## config.mk

```make
export PLATFORM = sky130hd
export DESIGN_NAME = json_string_escape_utf8_repair
export DESIGN_NICKNAME = d
export VERILOG_FILES = /design/src/jseu_pkg.sv /design/src/jseu_front.sv /design/src/jseu_queue.sv /design/src/jseu_back.sv /design/src/json_string_escape_utf8_repair.sv
export VERILOG_INCLUDE_DIRS = /design/src /design/src/src
export SDC_FILE = /design/constraint.sdc
export NUM_CORES = 1
export LEC_CHECK = 0
export ABC_CLOCK_PERIOD_IN_PS = 9000
export BUFFER_PORTS_ARGS = -buffer_cell sky130_fd_sc_hd__buf_4
export CORE_AREA = 2 2 191 193
export DETAILED_ROUTE_END_ITERATION = 10
export DIE_AREA = 0 0 193 195
export SYNTH_ARGS = -nofsm -noshare
export SYNTH_HDL_FRONTEND = slang
export SYNTH_HIERARCHICAL = 1
export SYNTH_SLANG_ARGS = --single-unit
```

## constraint.sdc

```tcl
create_clock -name i_clk -period 9 [get_ports i_clk]
set_clock_uncertainty 0.15 [all_clocks]
set_input_delay 1.8 -clock i_clk [delete_from_list [all_inputs] [get_ports i_clk]]
set_output_delay 1.8 -clock i_clk [all_outputs]
set_load 0.05 [all_outputs]
```

## src/json_string_escape_utf8_repair_defines.svh

```systemverilog
// Assertion macros shared by the string escaper RTL.
// No dependencies; included by the modules that carry assertions.
`ifndef JSON_STRING_ESCAPE_UTF8_REPAIR_DEFINES_SVH
`define JSON_STRING_ESCAPE_UTF8_REPAIR_DEFINES_SVH
`ifndef SYNTHESIS
`define JSEU_ASSERT(label, clk, rst_n, prop) \
    label: assert property (@(posedge clk) disable iff (!rst_n) prop) \
        else $error("jseu assertion failed");
`define JSEU_NEVER(label, clk, rst_n, cond) \
    label: assert property (@(posedge clk) disable iff (!rst_n) !(cond)) \
        else $error("jseu assertion failed");
`else
`define JSEU_ASSERT(label, clk, rst_n, prop)
`define JSEU_NEVER(label, clk, rst_n, cond)
`endif
`endif

```

## src/jseu_pkg.sv

```systemverilog
// Types, constants and byte-class functions for the JSON string escaper.
// No dependencies; used by every module of the block.
package jseu_pkg;

    localparam int QDEPTH = 4;
    localparam int QPTR_W = $clog2(QDEPTH);
    localparam int QCNT_W = $clog2(QDEPTH + 1);

    localparam logic [7:0] CH_BSLASH = 8'h5C;
    localparam logic [7:0] CH_QUOTE  = 8'h22;
    localparam logic [7:0] CH_U      = 8'h75;
    localparam logic [7:0] CH_F      = 8'h66;
    localparam logic [7:0] CH_D      = 8'h64;
    localparam logic [7:0] CH_ZERO   = 8'h30;
    localparam logic [7:0] CH_B      = 8'h62;
    localparam logic [7:0] CH_N      = 8'h6E;
    localparam logic [7:0] CH_R      = 8'h72;
    localparam logic [7:0] CH_T      = 8'h74;

    typedef enum logic [1:0] {
        KIND_ASCII = 2'd0,
        KIND_RAW   = 2'd1,
        KIND_REPL  = 2'd2
    } t_kind;

    typedef struct packed {
        t_kind      kind;
        logic [7:0] data;
    } t_unit;

    typedef struct packed {
        t_unit [3:0] units;
        logic [1:0]  last_unit;
        logic        str_end;
    } t_cmd;

    function automatic logic [2:0] lead_length(input logic [7:0] b);
        logic [2:0] len;
        if (b >= 8'hC2 && b <= 8'hDF) len = 3'd2;
        else if (b >= 8'hE0 && b <= 8'hEF) len = 3'd3;
        else if (b >= 8'hF0 && b <= 8'hF4) len = 3'd4;
        else len = 3'd0;
        return len;
    endfunction

    function automatic logic follower_ok(input logic [7:0] lead, input logic [1:0] pos,
                                         input logic [7:0] b);
        logic ok;
        ok = (b & 8'hC0) == 8'h80;
        if (pos == 2'd1) begin
            if (lead == 8'hE0) ok = b >= 8'hA0 && b <= 8'hBF;
            else if (lead == 8'hED) ok = b >= 8'h80 && b <= 8'h9F;
            else if (lead == 8'hF0) ok = b >= 8'h90 && b <= 8'hBF;
            else if (lead == 8'hF4) ok = b >= 8'h80 && b <= 8'h8F;
        end
        return ok;
    endfunction

    // Letter of a two-character escape, zero if the byte has none.
    function automatic logic [7:0] short_esc(input logic [7:0] b);
        logic [7:0] c;
        unique case (b)
            CH_QUOTE:  c = CH_QUOTE;
            CH_BSLASH: c = CH_BSLASH;
            8'h08:     c = CH_B;
            8'h0C:     c = CH_F;
            8'h0A:     c = CH_N;
            8'h0D:     c = CH_R;
            8'h09:     c = CH_T;
            default:   c = 8'h00;
        endcase
        return c;
    endfunction

    function automatic logic [7:0] hex_char(input logic [3:0] d);
        logic [7:0] c;
        if (d < 4'd10) c = {4'h3, d};
        else c = 8'h57 + {4'h0, d};
        return c;
    endfunction

    function automatic logic [2:0] unit_len(input t_unit u);
        logic [2:0] len;
        unique case (u.kind)
            KIND_RAW:  len = 3'd1;
            KIND_REPL: len = 3'd6;
            KIND_ASCII: begin
                if (short_esc(u.data) != 8'h00) len = 3'd2;
                else if (u.data < 8'h20) len = 3'd6;
                else len = 3'd1;
            end
            default:   len = 3'd1;
        endcase
        return len;
    endfunction

    function automatic logic [7:0] unit_char(input t_unit u, input logic [2:0] c);
        logic [7:0] ch;
        logic [7:0] esc;
        esc = short_esc(u.data);
        ch  = u.data;
        unique case (u.kind)
            KIND_RAW: ch = u.data;
            KIND_REPL: begin
                unique case (c)
                    3'd0:    ch = CH_BSLASH;
                    3'd1:    ch = CH_U;
                    3'd5:    ch = CH_D;
                    default: ch = CH_F;
                endcase
            end
            KIND_ASCII: begin
                if (esc != 8'h00) begin
                    ch = (c == 3'd0) ? CH_BSLASH : esc;
                end else if (u.data < 8'h20) begin
                    unique case (c)
                        3'd0:    ch = CH_BSLASH;
                        3'd1:    ch = CH_U;
                        3'd4:    ch = hex_char(u.data[7:4]);
                        3'd5:    ch = hex_char(u.data[3:0]);
                        default: ch = CH_ZERO;
                    endcase
                end
            end
            default: ch = u.data;
        endcase
        return ch;
    endfunction

endpackage

```

## src/jseu_front.sv

```systemverilog
// Front end: takes input bytes, tracks the held UTF-8 prefix and builds commands.
// Depends on jseu_pkg and json_string_escape_utf8_repair_defines.svh.
`include "json_string_escape_utf8_repair_defines.svh"
module jseu_front (
    input  logic            i_clk,
    input  logic            i_rst_n,
    input  logic            i_accept,
    input  logic [7:0]      i_data_byte,
    input  logic            i_string_end,
    output logic            o_cmd_push,
    output jseu_pkg::t_cmd  o_cmd
);
    import jseu_pkg::*;

    logic [7:0] r_held [3];
    logic [1:0] r_held_count, n_held_count;
    logic [2:0] r_seq_len, n_seq_len;

    logic [2:0] b_len;
    logic       ok;
    logic       complete;
    logic       cont_case;
    logic       hold_fresh;
    logic       hold_extend;
    logic       b_has_unit;
    t_kind      b_kind;
    t_kind      prefix_kind;
    logic [2:0] unit_count;

    always_comb begin
        b_len       = lead_length(i_data_byte);
        ok          = follower_ok(r_held[0], r_held_count, i_data_byte);
        complete    = ({1'b0, r_held_count} + 3'd1) == r_seq_len;
        cont_case   = (r_held_count != 2'd0) && ok;
        hold_fresh  = 1'b0;
        hold_extend = 1'b0;
        b_has_unit  = 1'b1;
        b_kind      = KIND_ASCII;
        prefix_kind = KIND_REPL;
        if (cont_case) begin
            if (complete) begin
                b_kind      = KIND_RAW;
                prefix_kind = KIND_RAW;
            end else if (i_string_end) begin
                b_kind = KIND_REPL;
            end else begin
                hold_extend = 1'b1;
                b_has_unit  = 1'b0;
            end
        end else begin
            if (i_data_byte < 8'h80) begin
                b_kind = KIND_ASCII;
            end else if (b_len == 3'd0 || i_string_end) begin
                b_kind = KIND_REPL;
            end else begin
                hold_fresh = 1'b1;
                b_has_unit = 1'b0;
            end
        end
    end

    always_comb begin
        for (int k = 0; k < 4; k++) begin
            o_cmd.units[k].kind = b_kind;
            o_cmd.units[k].data = i_data_byte;
        end
        for (int k = 0; k < 3; k++) begin
            if (2'(k) < r_held_count) begin
                o_cmd.units[k].kind = prefix_kind;
                o_cmd.units[k].data = r_held[k];
            end
        end
        // A byte that only extends the held prefix emits nothing yet.
        unit_count      = hold_extend ? 3'd0
                                      : {1'b0, r_held_count} + {2'b00, b_has_unit};
        o_cmd.last_unit = 2'(unit_count - 3'd1);
        o_cmd.str_end   = i_string_end;
        o_cmd_push      = i_accept && (unit_count != 3'd0);
    end

    always_comb begin
        n_held_count = 2'd0;
        n_seq_len    = 3'd0;
        if (hold_extend) begin
            n_held_count = r_held_count + 2'd1;
            n_seq_len    = r_seq_len;
        end else if (hold_fresh) begin
            n_held_count = 2'd1;
            n_seq_len    = b_len;
        end
    end

    always_ff @(posedge i_clk) begin
        if (!i_rst_n) begin
            r_held_count <= 2'd0;
            r_seq_len    <= 3'd0;
        end else if (i_accept) begin
            r_held_count <= n_held_count;
            r_seq_len    <= n_seq_len;
        end
    end

    always_ff @(posedge i_clk) begin
        if (i_accept) begin
            if (hold_extend) begin
                r_held[r_held_count] <= i_data_byte;
            end else if (hold_fresh) begin
                r_held[0] <= i_data_byte;
            end
        end
    end

    `JSEU_ASSERT(a_held_len_pair, i_clk, i_rst_n, (r_held_count == 2'd0) == (r_seq_len == 3'd0))
    `JSEU_ASSERT(a_held_short, i_clk, i_rst_n, r_held_count != 2'd0 |-> r_seq_len > 3'(r_held_count))
    `JSEU_ASSERT(a_end_flushes, i_clk, i_rst_n, i_accept && i_string_end |=> r_held_count == 2'd0)

endmodule

```

## src/jseu_queue.sv

```systemverilog
// Short command queue between the front end and the byte expander.
// Depends on jseu_pkg.
module jseu_queue (
    input  logic            i_clk,
    input  logic            i_rst_n,
    input  logic            i_push,
    input  jseu_pkg::t_cmd  i_cmd,
    output logic            o_full,
    input  logic            i_pop,
    output logic            o_valid,
    output jseu_pkg::t_cmd  o_cmd
);
    import jseu_pkg::*;

    t_cmd              r_mem [QDEPTH];
    logic [QPTR_W-1:0] r_wr_ptr;
    logic [QPTR_W-1:0] r_rd_ptr;
    logic [QCNT_W-1:0] r_count, n_count;
    logic              push_ok;
    logic              pop_ok;

    assign o_full  = r_count == QCNT_W'(QDEPTH);
    assign o_valid = r_count != '0;
    assign o_cmd   = r_mem[r_rd_ptr];
    assign push_ok = i_push && !o_full;
    assign pop_ok  = i_pop && o_valid;

    always_comb begin
        unique case ({push_ok, pop_ok})
            2'b10:   n_count = r_count + 1'b1;
            2'b01:   n_count = r_count - 1'b1;
            default: n_count = r_count;
        endcase
    end

    always_ff @(posedge i_clk) begin
        if (!i_rst_n) begin
            r_wr_ptr <= '0;
            r_rd_ptr <= '0;
            r_count  <= '0;
        end else begin
            r_count <= n_count;
            if (push_ok) r_wr_ptr <= r_wr_ptr + 1'b1;
            if (pop_ok) r_rd_ptr <= r_rd_ptr + 1'b1;
        end
    end

    always_ff @(posedge i_clk) begin
        if (push_ok) r_mem[r_wr_ptr] <= i_cmd;
    end

endmodule

```

## src/jseu_back.sv

```systemverilog
// Back end: expands queued commands into escaped bytes into the output register, one
// per cycle while it is empty or popped. Depends on jseu_pkg and the assertion macro header.
`include "json_string_escape_utf8_repair_defines.svh"
module jseu_back (
    input  logic            i_clk,
    input  logic            i_rst_n,
    input  logic            i_q_valid,
    input  jseu_pkg::t_cmd  i_cmd,
    output logic            o_q_pop,
    output logic            empty,
    input  logic            pop,
    output logic [7:0]      o_out_byte,
    output logic            o_run_last,
    output logic            o_string_done
);
    import jseu_pkg::*;

    logic [1:0] r_unit, n_unit;
    logic [2:0] r_char, n_char;
    logic       r_ovalid;
    logic [7:0] r_obyte;
    logic       r_olast;
    logic       r_odone;

    t_unit      cur;
    logic [2:0] ulen;
    logic       emit;
    logic       last_char;
    logic       last_unit;

    always_comb begin
        cur       = i_cmd.units[r_unit];
        ulen      = unit_len(cur);
        emit      = i_q_valid && (!r_ovalid || pop);
        last_char = r_char == (ulen - 3'd1);
        last_unit = r_unit == i_cmd.last_unit;
        o_q_pop   = emit && last_char && last_unit;
        n_unit    = r_unit;
        n_char    = r_char;
        if (emit) begin
            if (!last_char) begin
                n_char = r_char + 3'd1;
            end else begin
                n_char = 3'd0;
                n_unit = last_unit ? 2'd0 : r_unit + 2'd1;
            end
        end
    end

    always_ff @(posedge i_clk) begin
        if (!i_rst_n) begin
            r_unit   <= 2'd0;
            r_char   <= 3'd0;
            r_ovalid <= 1'b0;
        end else begin
            r_unit <= n_unit;
            r_char <= n_char;
            if (emit) r_ovalid <= 1'b1;
            else if (pop) r_ovalid <= 1'b0;
        end
    end

    always_ff @(posedge i_clk) begin
        if (emit) begin
            r_obyte <= unit_char(cur, r_char);
            r_olast <= last_char && last_unit;
            r_odone <= last_char && last_unit && i_cmd.str_end;
        end
    end

    assign empty         = !r_ovalid;
    assign o_out_byte    = r_obyte;
    assign o_run_last    = r_olast;
    assign o_string_done = r_odone;

    `JSEU_ASSERT(a_unit_in_cmd, i_clk, i_rst_n, (i_q_valid |-> (r_unit <= i_cmd.last_unit)))
    `JSEU_ASSERT(a_char_in_unit, i_clk, i_rst_n, (i_q_valid |-> (r_char < ulen)))
    `JSEU_ASSERT(a_idle_at_start, i_clk, i_rst_n, (!i_q_valid |-> (r_unit == 2'd0 && r_char == 3'd0)))

endmodule

```

## src/json_string_escape_utf8_repair.sv

```systemverilog
// Channel   Handshake            Beat
// input     push / full          i_data_byte, i_string_end
// result    empty / pop          o_out_byte, o_run_last, o_string_done
//
// The back end writes one escaped byte per cycle into the output register while a
// command is queued and the register is empty or popped. Each unit expands to 1, 2 or
// 6 bytes in the back end, up to 24 for a broken 4-byte sequence.
// Input beats are taken every cycle while the 4-entry command queue has room.
// Synchronous active-low reset clears the held-byte count, queue and output valid flag.
// Top level of the JSON string escaper; depends on jseu_pkg, jseu_front,
// jseu_queue and jseu_back.
module json_string_escape_utf8_repair (
    input  logic       i_clk,
    input  logic       i_rst_n,
    input  logic       push,
    output logic       full,
    input  logic [7:0] i_data_byte,
    input  logic       i_string_end,
    output logic       empty,
    input  logic       pop,
    output logic [7:0] o_out_byte,
    output logic       o_run_last,
    output logic       o_string_done
);
    import jseu_pkg::*;

    logic accept;
    logic cmd_push;
    t_cmd cmd_in;
    logic q_valid;
    logic q_pop;
    t_cmd cmd_head;

    assign accept = push && !full;

    jseu_front u_front (
        .i_clk        (i_clk),
        .i_rst_n      (i_rst_n),
        .i_accept     (accept),
        .i_data_byte  (i_data_byte),
        .i_string_end (i_string_end),
        .o_cmd_push   (cmd_push),
        .o_cmd        (cmd_in)
    );

    jseu_queue u_queue (
        .i_clk   (i_clk),
        .i_rst_n (i_rst_n),
        .i_push  (cmd_push),
        .i_cmd   (cmd_in),
        .o_full  (full),
        .i_pop   (q_pop),
        .o_valid (q_valid),
        .o_cmd   (cmd_head)
    );

    jseu_back u_back (
        .i_clk         (i_clk),
        .i_rst_n       (i_rst_n),
        .i_q_valid     (q_valid),
        .i_cmd         (cmd_head),
        .o_q_pop       (q_pop),
        .empty         (empty),
        .pop           (pop),
        .o_out_byte    (o_out_byte),
        .o_run_last    (o_run_last),
        .o_string_done (o_string_done)
    );

endmodule
```

==> out/metrics.cfg, run 1 <==
[run_status]
status = completed

[synth]
synth.area.top_cells = edfxtp_1, mux4_2, dfxtp_1
yosys_warnings = 6
netlist_top_cells_count = edfxtp_1, mux4_2, nand2_1
yosysMostFrequentCell = edfxtp_1
synth-seq-cells = 226
netlist_area_um2 = 10600
async_flop_share = 0
synth_top_area_frac = 0.585
ys_types = 76
synth_cells = 659
syn_nets = 695
synth_ff_type = edfxtp_1
synth_edf_count = 206
avgSynthCellArea_um2 = 16.0
synth-seq-area-share = 0.623
yosys.area.top_type = edfxtp_1

[sta]
max_freq_mhz = 149
finalHoldViolCount = 0
period_needed_ns = 6.72
setup_tns_ns = 0
slew_headroom = 0.302
period_share = 0.747
setup_viol = 0
whs_ns = 0.325
rsz0062_at_grt = false
fin_ws_ns = 2.28
worstMarginPinSlew_ns = 1.05
report.final.slew_viol_count = 0

[setup_path]
cp-end-kind = register
cp_data_arrival_time_ns = 7.02
crit_type = reg2reg
crit_family = simple AND/OR/NAND/NOR gates
crit_required_ns = 9.29
startpoint_type = register
max_stage_delay_ns = 0.89
path_cells = buf_4 > mux4_2 > mux4_2 > and2_1 > a32o_1 > nor3_2 > nand2b_1 > a21oi_1 > ha_1 > xnor2_1 > or3_1 > o211ai_1 > o21ai_4 > nor3_1 > o31a_1 > ha_1 > inv_1 > fa_1 > xor2_1 > or3_1 > a21boi_0
cp.buffers_inverters = 2
cpMaxStageDelayCell = dfxtp_2
path_max_fanout = 22

[finish]
fillers = 3442
antenna_cells = 0
drive_gt1_frac = 0.253
fin_cells = 1158
final_nets = 715
area_growth_pct = 12.9

[floorplan]
start_util = 0.299
dieArea_um2 = 37600
chipWidth_um = 193
rows = 69
fp.coreArea_um2 = 35400
boundaryPins = 25
fp.dieH_um = 195

[global_routing]
grt.busiest_layer = met2
grt_pass1_wl_mm = 34.5
grt_pass1_vias = 5843
grt-ovfl-total = 0
grtUsageMet2 = 0.184
grt_max_degree = 34
antenna_found_initial = 0
use_met3 = 0.0198
grt_use_total = 0.119
use_met1 = 0.175

[placed_design]
place_worst_setup_slack_ns = 2.20
port-buffer-count = 24
globalplace.congestion = 0.809
hpwl_mm = 14.1
placed_cells = 1114

[clocking]
ctsHtreeMaxLevel = 1
clk_latency_ns = 0.54
ctsResizeCount = 0
clk_pin_slew_ns = 0.06
cts.sink_count = 226
cts.path.max_buffers = 3
postCtsHoldBufs = 0
cts_made_buffers = 24
postCtsSetupRepairBufs = 0
cts_root_buffer = clkbuf_16
cts_tree = yes

[detailed_routing]
drt_first_pass_iters = 5
vias = 5699
drcViolationCount = 0
wl_mm = 21.8
first_iter_violations = 475
ant_nets = 0
routedWlPerCell_um = 18.9
vias_per_cell = 4.92

[flow_run]
max_cap_violations = 0

[worst_hold_path]
min_path_type = reg2reg

[power]
ir_worst_vdd_mv = 0.149
powerDensity_nw_per_um2 = 226
total_power_mw = 2.69
p_leak_nw = 3.83

cells by family (layout without fill, tap and decap cells):
logic type      Yosys count  in the layout  share of synthesized area
xor+xnor                 12             12                    0.00994
compound gates           99             99                     0.0689
buf+inv                  71            109                     0.0385
flops                   226            226                      0.623
mux                      87             87                      0.153
fa+ha+maj                23             23                     0.0279
simple gates            141            141                     0.0788
through the flow:
stage	area [um^2]	util
3_5_place_dp	11100	0.314
6_report	11900	0.337
2_1_floorplan	10600	-
3_3_place_gp	11100	0.314
4_1_cts	11900	0.337
5_1_grt	11900	0.337
layout make-up:
type                       instances  area [um^2]  share of cell area
timing repair buffer              34          255              0.0214
inverter                          31          116             0.00975
sequential                       226         6590               0.552
clock inverter                    14          179              0.0150
clock buffer                      30          623              0.0522
tap                              461          577              0.0483
multi-input combinational        362         3590               0.301
sequential cells by signal (all words and copies together) (netlist names), named ones only:
register and cells:
u_back/r_ovalid 1, u_back/r_char 3, u_queue/r_mem 172, u_queue/r_rd_ptr 2, u_back/o_out_byte 8, u_back/r_unit 2
u_back/o_string_done 1, u_queue/r_wr_ptr 2, u_front/r_seq_len 3, u_back/o_run_last 1, u_front/r_held_count 2, u_queue/r_count 3
u_front/r_held 24
report_power, final:
part	switching (mW)	internal, mW
clock network	0.408	0.584
logic	0.287	0.166
registers	0.0224	1.22
total	0.718	1.97
cell usage in the layout (no fill, tap or decap), types with 4 or more instances in the layout:
master / Yosys / final
mux2i_1: 5 / 5
o211ai_1: 4 / 4
a21boi_0: 4 / 4
mux2_2: 24 / 24
and3b_1: 5 / 5
dfxtp_1: 20 / 18
and2_1: 15 / 11
nor3_1: 6 / 6
clkbuf_1: 14 / 6
clkinv_4: 0 / 4
edfxtp_1: 206 / 206
a21oi_1: 26 / 26
buf_4: 10 / 34
nand2_1: 31 / 31
xnor2_1: 9 / 9
nand2b_1: 5 / 5
and3_1: 5 / 5
o21ai_1: 5 / 5
o22ai_1: 4 / 4
nand4_1: 5 / 5
nor2b_1: 10 / 10
a221oi_1: 5 / 5
o21ai_0: 11 / 11
nor2_1: 22 / 22
inv_1: 30 / 30
nand3_1: 5 / 5
mux4_2: 53 / 53
and2_2: 0 / 4
or2_2: 5 / 5
clkinv_1: 0 / 5
or3_1: 7 / 7
a31oi_1: 5 / 5
clkbuf_16: 0 / 24
ha_1: 22 / 22
metal layers:
layer | share of wire | wire length [um] | vias up
met5 | 0 | 0 | -
met4 | 0.017 | 362 | 0
met3 | 0.047 | 1030 | 34
met2 | 0.46 | 9980 | 134
met1 | 0.48 | 10500 | 2898
li1 | - | - | 2633
path summary, 6_finish.rpt:
check | from | end | slack (ns) | cells after the start
setup / recovery | register | u_queue/r_count[2] | 2.28 | 21
hold / removal | u_front/r_seq_len[0] | u_front/r_seq_len[0] | 0.33 | 2
setup reg to reg | register | u_queue/r_count[2] | 2.28 | 21
hold reg to reg | u_front/r_seq_len[0] | u_front/r_seq_len[0] | 0.33 | 2
worst reg2reg max path, delay by kind of cell (launching register included):
family	cells	cell delay [ns]
AOI/OAI and AO/OA	6	1.20
xor gates and xnor gates	2	0.32
adders and majority gates	3	0.81
buffers and inverters	2	0.48
DFF	1	0.89
muxes	2	1.22
and+or+nand+nor	6	1.58
Power figures use the tool's default switching activity.
==> run 2: changes to the inputs <==
- ABC_CLOCK_PERIOD_IN_PS: 9000 -> 6200
- clock period: 9 -> 6.2 ns (I/O delays scaled with it)
==> run 2 against run 1 <==
Net effect: routed wire length grew 0.32%; design area is 3.1% higher; non-clock buffer count rose by 20; flip-flop and latch count unchanged; critical path depth increased by 4; count of clock-buffer cells in the layout shrank 3; sequential power rose by 45%; cell count is 1.7% higher; register-to-register slack got worse by 1.9 ns; global-route usage barely moved; core utilization is 1.0 points higher; worst setup slack worse by 1.9 ns.
==> out/metrics.cfg, run 2 (synthesis results as in run 1) <==
[clocking]
cts_tree = yes  ; unchanged
cts.sink_count = 226  ; unchanged
ctsHtreeMaxLevel = 1  ; unchanged
cts.path.max_buffers = 3  ; unchanged
clk_pin_slew_ns = 0.07  ; was 0.06 ns
cts_made_buffers = 24  ; unchanged
clk_latency_ns = 0.54  ; about the same
cts_root_buffer = clkbuf_16  ; unchanged

[global_routing]
antenna_found_initial = 0  ; unchanged
grt_max_degree = 44  ; was 34
grt_use_total = 0.118  ; was 0.119
grt_pass1_wl_mm = 34.9  ; was 34.5 mm
grt-ovfl-total = 0  ; unchanged
grt_pass1_vias = 5967  ; was 5843

[flow_run]
max_cap_violations = 0  ; unchanged

[worst_hold_path]
min_path_type = reg2reg  ; unchanged

[setup_path]
r2r_slack_ns = 0.36  ; was 2.28 ns
crit_required_ns = 6.48  ; was 9.29 ns
r2r_cells = 25  ; was 21
r2r_end = u_queue/r_count[2]  ; unchanged
path_max_fanout = 11  ; was 22
cpMaxStageDelayCell = mux4_2  ; was dfxtp_2
max_stage_delay_ns = 0.54  ; was 0.89 ns
cp-end-kind = register  ; unchanged
startpoint_type = register  ; unchanged
crit_type = reg2reg  ; unchanged
cp_data_arrival_time_ns = 6.13  ; was 7.02 ns
endpoint = u_queue/r_count[2]  ; unchanged

[sta]
setup_viol = 0  ; unchanged
setup_tns_ns = 0  ; unchanged
slew_headroom = 0.338  ; was 0.302
period_needed_ns = 5.84  ; was 6.72 ns
finalHoldViolCount = 0  ; unchanged
rsz0062_at_grt = false  ; unchanged
max_freq_mhz = 171  ; was 149 MHz
worstMarginPinSlew_ns = 0.983  ; was 1.05 ns
report.final.slew_viol_count = 0  ; unchanged
period_share = 0.943  ; was 0.747

[power]
ir_worst_vdd_mv = 0.203  ; was 0.149 mV
powerDensity_nw_per_um2 = 329  ; was 226 nW/um^2
p_leak_nw = 4.00  ; was 3.83 nW

[floorplan]
rows = 69  ; unchanged
dieArea_um2 = 37600  ; unchanged
start_util = 0.299  ; unchanged
fp.dieH_um = 195  ; unchanged
chipWidth_um = 193  ; unchanged
boundaryPins = 25  ; unchanged
fp.coreArea_um2 = 35400  ; unchanged

[finish]
final_nets = 735  ; was 715
fillers = 3349  ; was 3442
largest-register = u_queue/r_mem  ; unchanged
regArea_um2 = 6590  ; about the same
largest_register_ffs = 172  ; unchanged
fin_util = 0.347  ; was 0.337
fin_cells = 1178  ; was 1158
final_common_cell = edfxtp_1  ; unchanged
drive_gt1_frac = 0.290  ; was 0.253
final_cell_mix = edfxtp_1, mux4_2, buf_4  ; unchanged
antenna_cells = 0  ; unchanged
multi_input_area_um2 = 3630  ; was 3590 um^2
area_growth_pct = 16.4  ; was 12.9%

[run_status]
status = completed  ; unchanged

[detailed_routing]
drt_first_pass_iters = 6  ; was 5
vias = 5808  ; was 5699
drcViolationCount = 0  ; unchanged
wl_mm = 21.9  ; was 21.8 mm
routedWlPerCell_um = 18.6  ; was 18.9 um
ant_nets = 0  ; unchanged
first_iter_violations = 575  ; was 475
vias_per_cell = 4.93  ; was 4.92

[placed_design]
placed_cells = 1127  ; was 1114
globalplace.congestion = 0.854  ; was 0.809
port-buffer-count = 24  ; unchanged
hpwl_mm = 14.1  ; about the same

-- run 2: changes by cell type in the layout (fill, tap and decap cells not counted), sizes merged --
cell      before  now
buf           34   52
bufinv         3    5
clkbuf        30   29
clkinv        11   10
clkinvlp       0    2
-- run 2: layer usage --
layer | share of wire | global-route usage | up-vias | wire length (um)
met3 | 0.051 | 0.0191 | 31 | 1110
li1 | - | - | 2673 | -
met5 | 0 | 0 | - | 0
met1 | 0.48 | 0.174 | 2941 | 10400
met4 | 0.017 | 0.0269 | 0 | 374
met2 | 0.46 | 0.184 | 163 | 9970
-- run 2: report_power, final --
group,leakage [nW],internal (mW),total [mW],switching [mW]
sequential,2.04,1.77,1.81,0.0360
combinational,1.55,0.275,0.703,0.428
clock,0.408,0.928,1.54,0.607
total,4.00,2.98,4.05,1.07
-- run 2: layout make-up --
cell class,instances,area share
sequential,226,0.536
clock inverter,17,0.0200
timing repair buffer,54,0.0429
clock buffer,27,0.0497
tap,461,0.0469
inverter,31,0.00966
multi-input combinational,362,0.295
-- run 2: worst min-delay path by stage --
stage	slack, ns	depth (start not counted)	startpoint	to
final	0.33	2	u_front/r_seq_len[0]	u_front/r_seq_len[0]
after global routing	0.36	2	u_front/r_seq_len[0]	u_front/r_seq_len[0]
after CTS	0.33	2	u_front/r_seq_len[0]	u_front/r_seq_len[0]
after detailed placement	0.32	2	u_front/r_seq_len[0]	u_front/r_seq_len[0]
after global placement	0.31	2	u_front/r_seq_len[0]	u_front/r_seq_len[0]
after floorplan	0.30	2	u_front/r_seq_len[0]	u_front/r_seq_len[0]
-- run 2: critical path, delay by kind of cell, from the launching register on --
kind / cells / cell delay, ns
DFF: 1 / 0.42
buffers and inverters: 5 / 0.64
and+or+nand+nor: 6 / 1.17
muxes: 3 / 1.18
xor gates and xnor gates: 2 / 0.30
AOI/OAI and AO/OA: 5 / 0.94
adders and majority gates: 4 / 0.98
-- run 2: metrics by stage --
step	power, mW	hold WS, ns	instance area [um^2]	worst slack (ns)
2_1_floorplan	2.33	0.296	10600	0.496
3_3_place_gp	2.52	0.308	11300	0.285
3_5_place_dp	2.52	0.322	11300	0.127
4_1_cts	4.06	0.331	12200	0.108
5_1_grt	4.23	0.360	12300	0.0141
6_report	4.05	0.329	12300	0.355
-- run 2: what timing repair did --
item,4_1_cts,5_1_grt
setup buffers,0,5
resized for setup,0,13
setup endpoints to repair,0,2
hold buffers,0,0
